[src/gbs_pkg.sv]
package gbs_pkg;

    localparam int GROUPS = 1024;
    localparam int IDX_W  = (GROUPS > 2) ? $clog2(GROUPS) : 1;
    localparam int CNT_W  = $clog2(GROUPS + 1);
    localparam int QDEPTH = 4;
    localparam int QA_W   = $clog2(QDEPTH);
    localparam int QC_W   = $clog2(QDEPTH + 1);

    typedef struct packed {
        logic signed [31:0] group_key;
        logic signed [31:0] agg_value;
    } t_item;

    typedef struct packed {
        logic signed [31:0] out_key;
        logic signed [31:0] group_sum;
        logic               new_group;
        logic               table_full;
    } t_result;

    // word handed from front to back: row plus its home slot
    typedef struct packed {
        logic [31:0]      key;
        logic [31:0]      val;
        logic [IDX_W-1:0] home;
    } t_row;

    typedef struct packed {
        logic [31:0] key;
        logic [31:0] sum;
        logic        valid;
    } t_slot;

    typedef enum logic [1:0] {
        S_CLEAR,
        S_IDLE,
        S_LOOK
    } t_state;

    // xor fold of the key onto the slot index, folded back below GROUPS
    function automatic logic [IDX_W-1:0] hash_key(input logic [31:0] k);
        logic [IDX_W-1:0] h;
        logic [IDX_W:0]   w;
        h = '0;
        for (int i = 0; i < 32; i++) begin
            h[i % IDX_W] = h[i % IDX_W] ^ k[i];
        end
        w = {1'b0, h};
        if (w >= (IDX_W+1)'(GROUPS)) begin
            w = w - (IDX_W+1)'(GROUPS);
        end
        return w[IDX_W-1:0];
    endfunction

endpackage

[src/gbs_front.sv]
module gbs_front (
    input  logic          i_clk,
    input  logic          i_rst_n,
    input  logic          i_push,
    input  gbs_pkg::t_item i_item,
    output logic          o_full,
    output logic          o_row_valid,
    output gbs_pkg::t_row o_row,
    input  logic          i_pop
);
    import gbs_pkg::*;

    t_row             r_q [QDEPTH];
    logic [QA_W-1:0]  r_wr;
    logic [QA_W-1:0]  r_rd;
    logic [QC_W-1:0]  r_cnt;
    logic             push_ok;
    logic             pop_ok;
    t_row             row_in;

    assign o_full      = (r_cnt == QC_W'(QDEPTH));
    assign o_row_valid = (r_cnt != '0);
    assign push_ok     = i_push && !o_full;
    assign pop_ok      = i_pop && o_row_valid;
    assign o_row       = r_q[r_rd];

    always_comb begin
        row_in.key  = i_item.group_key;
        row_in.val  = i_item.agg_value;
        row_in.home = hash_key(i_item.group_key);
    end

    always_ff @(posedge i_clk) begin
        if (push_ok) begin
            r_q[r_wr] <= row_in;
        end
    end

    always_ff @(posedge i_clk) begin
        if (!i_rst_n) begin
            r_wr  <= '0;
            r_rd  <= '0;
            r_cnt <= '0;
        end else begin
            if (push_ok) begin
                r_wr <= (r_wr == QA_W'(QDEPTH - 1)) ? '0 : r_wr + 1'b1;
            end
            if (pop_ok) begin
                r_rd <= (r_rd == QA_W'(QDEPTH - 1)) ? '0 : r_rd + 1'b1;
            end
            case ({push_ok, pop_ok})
                2'b10:   r_cnt <= r_cnt + 1'b1;
                2'b01:   r_cnt <= r_cnt - 1'b1;
                default: r_cnt <= r_cnt;
            endcase
        end
    end

    a_cnt_range: assert property (@(posedge i_clk) disable iff (!i_rst_n)
        r_cnt <= QC_W'(QDEPTH))
        else $error("queue count out of range");
    a_no_pop_empty: assert property (@(posedge i_clk) disable iff (!i_rst_n)
        (r_cnt == '0 && !push_ok) |=> (r_cnt == '0))
        else $error("queue count moved without a push");
    a_ptr_gap: assert property (@(posedge i_clk) disable iff (!i_rst_n)
        (r_cnt == '0) |-> (r_wr == r_rd))
        else $error("empty queue with pointers apart");

endmodule

[config.mk]
export PLATFORM = sky130hd
export DESIGN_NAME = gbs_front
export DESIGN_NICKNAME = d
export VERILOG_FILES = /design/src/gbs_pkg.sv /design/src/gbs_front.sv
export SDC_FILE = /design/constraint.sdc
export NUM_CORES = 1
export LEC_CHECK = 0
export BUFFER_PORTS_ARGS = -buffer_cell sky130_fd_sc_hd__buf_2
export CAP_MARGIN = 20
export CORE_MARGIN = 8
export CORE_UTILIZATION = 25
export CTS_CLUSTER_DIAMETER = 60
export DETAILED_ROUTE_END_ITERATION = 10
export GPL_TIMING_DRIVEN = 0
export HOLD_SLACK_MARGIN = 0.15
export PLACE_DENSITY = 0.4
export SLEW_MARGIN = 0
export SYNTH_ARGS = -nofsm -noshare
export SYNTH_HDL_FRONTEND = slang
export SYNTH_SLANG_ARGS = --single-unit
[constraint.sdc]
create_clock -name i_clk -period 6.57 [get_ports i_clk]
set_input_delay 1.314 -clock i_clk [delete_from_list [all_inputs] [get_ports i_clk]]
set_output_delay 1.314 -clock i_clk [all_outputs]
set_load 0.01 [all_outputs]
==> results by group <==
Clocking
  • Worst skew pair latency: 0.54 ns
  • CTS tree: done
  • Num Clock Sinks: 305
  • Root buffer cell: clkbuf_16
  • # Post-CTS Setup Buffers: 0
  • CTS Buf Count: 36
  • Clk buf depth: 3
  • Clk slew on worst S/H paths: 0.06 ns
  • H-tree depth: 2
  • CTS hold repair buffers: 0
  • Post_cts resized: 0

GRT
  • Global routing usage on met3: 3.04%
  • Met1 GRT Util: 11.7%
  • Vias in the first global route: 6116
  • Grt ovf: 0
  • Gr usage total: 10.1%
  • Largest net degree at the start of global routing: 40
  • Grt met2 use: 17.4%
  • Initial antenna violation count: 3
  • Most Crowded Layer GR: met2
  • Global-route wire length before repair: 39500 um

Critical path
  • CP delay by family, top: buffers and inverters
  • CP most frequent cell: buf_2
  • FF-to-FF setup slack: 4.23 ns
  • Worst EP required: 5.26 ns
  • Reg2Reg Depth: 10
  • Reg2reg start: r_cnt[2]$_SDFFE_PN0P_
  • Worst-path maximum fanout: 10
  • Crit end category: output port
  • Reg-to-Reg End: r_cnt[2]$_SDFFE_PN0P_
  • WS Path Type: reg2out
  • CP arrival: 2.15 ns
  • Critical Path Source Type: flip-flop
  • Bufs and invs on worst path: 3
  • Slowest stage delay, CP: 0.42 ns
  • Crit-path cells: buf_2 > buf_2 > mux4_2 > buf_2
  • Max stage delay cell, worst path: buf_2

Cells and area
  • Layout Cells excl Fill: 1277
  • Area Overhead vs Synth: 24.1%
  • Most frequent cells in the layout: 296 x edfxtp_1, 150 x buf_2, 74 x mux4_2
  • Nets@finish: 724
  • Most common cell after layout, fill and taps aside: edfxtp_1
  • Util after Layout: 31.3%
  • Ratio of cells with drive above 1 in the final layout: 43.3%

Synth
  • Synthesized cell area: 11400 um2
  • Syn avg cell area: 24.5 um2
  • Sequential element share of the synthesized area: 79.8%
  • Most area-consuming cells after synthesis: edfxtp_1 78%, mux4_2 15%, xnor2_1 1.6%, dfxtp_1 1.6%, buf_6 0.69%
  • Post-synth top area share: 78.2%
  • Ys Warns: 0
  • Post-Syn Nets: 539
  • Post-synth cell types: 23
  • Cells after synthesis: 464
  • Synth Register Bits: 305
  • Area leader, netlist: edfxtp_1

Placed design
  • Port Buffers: 143
  • Placed Instances: 1211
  • Gpl congestion: 0.671
  • Dpl hpwl: 16600 um

Min path
  • Hold depth: 2
  • Hold path startpoint: r_wr[1]$_SDFFE_PN0P_
  • WHS Endpoint: r_wr[1]$_SDFFE_PN0P_
  • Min-Delay Path Class: reg2reg

Timing
  • Post-route setup TNS: 0 ns
  • Final min period: 3.46 ns
  • Fin crit share: 52.7%
  • Final Hold Fails: 0
  • Peak Freq: 289 MHz
  • Max_slew headroom: 42.0%
  • Slew Limit Fails: 0
  • Setup violations, final: 0
  • RSZ-0062 raised after global routing: false
  • Pin slew with the least headroom to its limit: 0.870 ns
  • Clock Skews: 0.0109 ns

Power
  • Peak supply drop: 0.174 mV
  • PD cells: 396 nW/um2
  • Lkg Pwr: 0.00464 uW

Floorplan
  • Die W: 229 um
  • DIE AREA: 52500 um2
  • Row cnt: 78
  • I/O pins: 144
  • Die height: 229 um
  • Core area: 45100 um2
  • Initial Util: 25.2%

Job
  • Max_cap viols: 0

Routing
  • Routed Antenna Nets: 0
  • Vias per inst: 4.17
  • Initial DRC count: 255
  • Vias post-DR: 5327
  • Routed WL: 26500 um
  • DRC Markers: 0
  • Iteration count of the initial detailed-routing pass: 5
  • WL per Instance: 20.7 um

Outcome
  • Status: complete, no violations
worst max-delay path by stage:
| stage | from | endpoint | slack [ns] | cells past startpoint |
|---|---|---|---|---|
| floorplan | i_push | r_q[0][0]$_DFFE_PP_ | 2.71 | 3 |
| global placement | i_push | r_q[2][11]$_DFFE_PP_ | 0.75 | 4 |
| detailed placement | i_push | r_q[2][11]$_DFFE_PP_ | 3.26 | 5 |
| CTS | flip-flop | o_row[46] | 2.98 | 4 |
| global route | flip-flop | o_row[64] | 2.96 | 4 |
| finish | flip-flop | o_row[56] | 3.11 | 4 |
cells in the mapped netlist:
master    number
inv_1          7
mux4_2        74
xnor2_1       21
and2_1         6
mux2i_1        2
buf_6          7
xor2_1         3
nand3_1        2
ha_1           6
o21ai_0        4
nand2_1        7
edfxtp_1     296
buf_4          1
nor2_1         2
o31ai_1        1
nor2b_1        1
buf_2          7
dfxtp_1        9
or3_1          2
nor3b_1        1
a21boi_0       1
clkbuf_1       3
fa_1           1
flip-flops by register name (all words and copies together) (netlist names), named ones only:
name / cells
r_cnt: 3
r_q: 296
r_rd: 2
r_wr: 2
where the power goes:
group,internal [uW],total [uW],switching [uW]
combinational,575,1250,674
clock,1140,1920,779
sequential,2370,2410,47.6
total,4080,5580,1500
layout make-up:
class | count | area [um2]
diodes | 1 | 2.50
plain buffers | 18 | 133
clock buffers | 46 | 980
clock inverters | 19 | 169
fillers | 4424 | 31000
inverters | 7 | 26.3
multi-input cells | 134 | 2140
flip-flops and latches | 305 | 9070
well taps | 600 | 751
repair buffers | 147 | 826
worst register-to-register path: cells and delay by family (launching register included):
family / cells / cell delay, ns
buffers and inverters: 3 / 0.37
AO/OA/AOI/OAI: 1 / 0.18
adder cells (fa/ha/maj): 2 / 0.56
AND/OR/NAND/NOR: 3 / 0.62
flip-flops: 1 / 0.38
XOR/XNOR: 1 / 0.16
cell families (layout without fill, tap and decap cells):
kind of cell	after synthesis	in the layout	synth area share, %
AO/OA/AOI/OAI	6	6	0.308
XOR/XNOR	24	24	1.85
adder cells (fa/ha/maj)	7	7	0.837
buffers and inverters	25	237	1.40
flip-flops	305	305	79.8
multiplexers	76	76	14.8
other	0	1	0
AND/OR/NAND/NOR	21	21	0.947
per-layer routing:
layer  vias to the layer above  part of all wire (%)
li1                       2324                     -
met1                      2847                    41
met2                       117                    51
met3                        39                   5.5
met4                         0                   2.5
met5                         -                     0
metrics by stage:
step / instance area [um2] / power, uW / hold slack, ns / worst slack [ns]
CTS: 14100 / 5740 / 0.525 / 2.98
floorplan: 11400 / 3230 / 0.468 / 2.71
finish: 14100 / 5580 / 0.522 / 3.11
global route: 14100 / 5870 / 0.544 / 2.96
global placement: 12800 / 3750 / 0.477 / 0.746
detailed placement: 12900 / 3770 / 0.517 / 3.26
Note: power is estimated with default switching activity, not from simulation.
